**config.mk**
```make
export PLATFORM = sky130hd
export DESIGN_NAME = lovs_ram
export DESIGN_NICKNAME = d
export VERILOG_FILES = /design/src/lru_or_brrip_victim_select_top_defines.svh /design/src/lovs_ram.sv
export SDC_FILE = /design/constraint.sdc
export NUM_CORES = 1
export LEC_CHECK = 0
export BUFFER_PORTS_ARGS = -buffer_cell sky130_fd_sc_hd__buf_4
export CORE_ASPECT_RATIO = 0.75
export CORE_MARGIN = 1
export CORE_UTILIZATION = 60
export DETAILED_ROUTE_END_ITERATION = 6
export GPL_TIMING_DRIVEN = 0
export PLACE_DENSITY_LB_ADDON = 0.1
export SLEW_MARGIN = 0
export SYNTH_ARGS = -nofsm -noshare
export SYNTH_HDL_FRONTEND = slang
export SYNTH_SLANG_ARGS = --single-unit
```
**constraint.sdc**
```tcl
create_clock -name i_clk -period 2.3 [get_ports i_clk]
set_clock_uncertainty 0.05 [all_clocks]
set_input_delay 0.575 -clock i_clk [delete_from_list [all_inputs] [get_ports i_clk]]
set_output_delay 0.575 -clock i_clk [all_outputs]
set_load 0.005 [all_outputs]
```
**src/lru_or_brrip_victim_select_top_defines.svh**
```systemverilog
// ----------------------------------------------------------------------------
// Replacement victim select - assertion macros
// Shared concurrent assertion forms for the victim select block.
// ----------------------------------------------------------------------------
`ifndef LRU_OR_BRRIP_VICTIM_SELECT_TOP_DEFINES_SVH
`define LRU_OR_BRRIP_VICTIM_SELECT_TOP_DEFINES_SVH

// Consequent must hold in the same cycle as the antecedent
`define LOVS_ASSERT_SAME(lbl, clk, rst_n, ante, cons, msg) \
    lbl: assert property (@(posedge clk) disable iff (!rst_n) (ante) |-> (cons)) \
        else $error(msg);

// Consequent must hold in the cycle after the antecedent
`define LOVS_ASSERT_NEXT(lbl, clk, rst_n, ante, cons, msg) \
    lbl: assert property (@(posedge clk) disable iff (!rst_n) (ante) |=> (cons)) \
        else $error(msg);

`endif

```
**src/lovs_ram.sv**
```systemverilog
// ----------------------------------------------------------------------------
// Replacement victim select - generic RAM
// One write port and one read port, registered read data.
// ----------------------------------------------------------------------------
`timescale 1ns / 1ps
`default_nettype none

module lovs_ram #(
    parameter int WIDTH = 8,
    parameter int DEPTH = 16,
    localparam int AW   = (DEPTH > 1) ? $clog2(DEPTH) : 1
) (
    input  wire logic             i_clk,
    input  wire logic             i_we,
    input  wire logic [AW-1:0]    i_waddr,
    input  wire logic [WIDTH-1:0] i_wdata,
    input  wire logic             i_re,
    input  wire logic [AW-1:0]    i_raddr,
    output logic      [WIDTH-1:0] o_rdata
);

    logic [WIDTH-1:0] r_mem [DEPTH];

    // write port
    always_ff @(posedge i_clk) begin
        if (i_we) begin
            r_mem[i_waddr] <= i_wdata;
        end
    end

    // registered read port
    always_ff @(posedge i_clk) begin
        if (i_re) begin
            o_rdata <= r_mem[i_raddr];
        end
    end

endmodule

`default_nettype wire

```
==> results.json <==
{
  "syn_area_um2": 5230,
  "cp_data_arrival_time_ps": 2170,
  "syn_area_per_cell_um2": 22.8,
  "final_layout_size_suffix_gt1_share_pct": 29.7,
  "intPower_uw": 4600,
  "vdd_drop_max_uv": 550,
  "ys_warn_count": 0,
  "total_power_uw": 5730,
  "final-hold-violation-count": 0,
  "core_area_um2": 8450,
  "syn-num-nets": 248,
  "syn_to_final_growth_pct": 17.5,
  "post_cts_resized": 0,
  "rows": 29,
  "drt_iter0_markers": 256,
  "postCtsHoldBufs": 0,
  "die_h_um": 82.8,
  "slew_viol_final": 0,
  "relSlewSlack_pct": 12.8,
  "design.die.area_um2": 9090,
  "antenna_left": 0,
  "crit_type": "in2reg",
  "worstPathRequired_ps": 2260,
  "period_share_pct": 96.1,
  "crit_fanout": 8,
  "synth_fa_ha_area_share_pct": 0,
  "placed_area_um2": 5550,
  "routed_via_density": 6.34,
  "cts_buffers": 17,
  "first_pass_iters": 7,
  "synth_top_family_by_area": "multiplexers",
  "seqPwrFrac_pct": 49.0,
  "ios": 27,
  "endpoint_kind": "register",
  "regToRegStartpoint": "r_mem[4][3]",
  "p_per_area_nw_per_um2": 933,
  "period_minus_slack_ps": 2210,
  "p_comb_share_pct": 4.8,
  "cts_root_buf": "clkbuf_16",
  "h-tree-depth": 4,
  "worstSetupStartpoint": "i_waddr[2]",
  "grt_pass1_wl_um": 14200,
  "synth_mux_area_share_pct": 14.8,
  "tightestPinTransition_ps": 1300,
  "rsz0062_at_grt": "no",
  "worst_hold_slack_ps": 406,
  "fmax_mhz": 452,
  "ys_seq_area_share_pct": 78.1,
  "multi_input_area_um2": 1060,
  "setup_viol": 0,
  "cp_slowest_cell": "nor3_1",
  "clockBufferDepth": 2,
  "gp_congestion": 0.708,
  "ys_types": 18,
  "p_clk_share_pct": 46.2,
  "hold_path_class": "in2reg",
  "hpwl_um": 6000,
  "initial_core_util_pct": 61.8,
  "route.detailed.drc": 0,
  "final.setup.tns_ps": 0,
  "p_sw_uw": 1130,
  "outcome": "completed",
  "antenna_found_initial": 0,
  "grt_max_degree": 17,
  "nFillCells": 485,
  "final_cell_area_um2": 6140,
  "clk_pin_slew_ps": 60,
  "critPathMaxStageDelay_ps": 950,
  "p_sw_share_pct": 19.6,
  "hp-start": "i_re",
  "antenna_cells": 0,
  "mostFrequentLayoutCell": "edfxtp_1",
  "grt_overflow": 0,
  "final_cell_mix": "136 x edfxtp_1, 26 x buf_4, 18 x mux4_2",
  "first_global_vias": 2415,
  "via_count": 2498,
  "cp_cell_sequence": "buf_4, or3b_2, nor3_1",
  "start_kind": "input pin",
  "syn_inst": 229,
  "yosys.area_share.simple_pct": 3.14,
  "seqCellArea_um2": 4080,
  "synth-seq-cells": 136,
  "clock_sinks": 136,
  "grtUsageTotal_pct": 23.6,
  "wl_um": 9760,
  "clock_insertion_delay_worst_skew_ps": 410,
  "post_cts_buffers": 0,
  "io_buffers": 25,
  "synth-xor-area-share_pct": 0,
  "final_util_pct": 72.7,
  "fin_nets": 292,
  "static-leakage-power_uw": 0.00205,
  "cts_tree": "done",
  "synth_compound_area_share_pct": 2.30,
  "drv_cap": 0,
  "die_w_um": 110,
  "wl_per_cell_um": 24.8
}
==> cell families (layout without fill, tap and decap cells) <==
kind of cell,Yosys count,count (layout)
buffers and inverters,10,67
and+or+nand+nor,35,35
AOI/OAI and AO/OA,16,16
DFF,136,136
muxes,32,32
==> worst paths after layout <==
path / to / slack [ps] / cells past startpoint
hold / removal: o_rdata[0] / 410 / 1
hold reg to reg: o_rdata[2] / 720 / 3
setup reg to reg: o_rdata[3] / 660 / 3
setup / recovery: r_mem[0][7] / 90 / 3
==> sequential cells by signal, indices dropped and copies added (netlist names) <==
| signal | count |
|---|---|
| o_rdata | 8 |
| r_mem | 128 |
==> per-stage QoR <==
step | setup WS (ps) | std cells
4_1_cts | 91.2 | 394
3_3_place_gp | -392 | 362
5_1_grt | 3.68 | 394
6_report | 88.8 | 394
3_5_place_dp | -343 | 362
2_1_floorplan | 182 | 229
==> layer usage <==
layer,up-vias,track usage (%),part of all wire (%)
met2,119,31.6,44
met4,0,9.45,1.2
li1,1069,-,-
met1,1297,37.7,47
met3,13,5.97,7.8
met5,-,0,0
==> worst max-delay path, delay by kind of cell <==
family,cells,cell delay [ps]
buf+inv,1,130
simple gates,2,1470
==> power by group through the flow <==
| stage | Sequential (uW) | Combinational [uW] | Clock [uW] |
|---|---|---|---|
| final | 2810 | 276 | 2650 |
| after global routing | 2810 | 296 | 2750 |
| after CTS | 2810 | 277 | 2670 |
| after detailed placement | 2860 | 276 | 0 |
| after global placement | 2850 | 271 | 0 |
| after floorplan | 2860 | 141 | 0 |
==> cell type report <==
cell class,instances,share of cell area [%]
tap,108,2.20
clock buffer,18,6.99
clock inverter,14,2.57
buffer,10,1.41
sequential,136,66.5
timing repair buffer,25,3.06
multi-input combinational,83,17.3
==> cell usage after synthesis <==
library cell       n  share of area, %
a22oi_1           16               2.3
and2_1             1              0.12
and2b_1            1              0.14
buf_2              3              0.29
buf_4              1              0.14
buf_6              3              0.65
clkdlybuf4s25_2    3              0.57
edfxtp_1         136                78
mux4_1            14               7.0
mux4_2            18               7.8
nand2_1            9              0.65
nand2b_1           2              0.24
nand3_1            1             0.096
nand3b_1           2              0.29
nor2_1            13              0.93
nor2b_1            1              0.12
nor3_1             4              0.38
or3b_2             1              0.17
(Power assumes the default switching activity.)
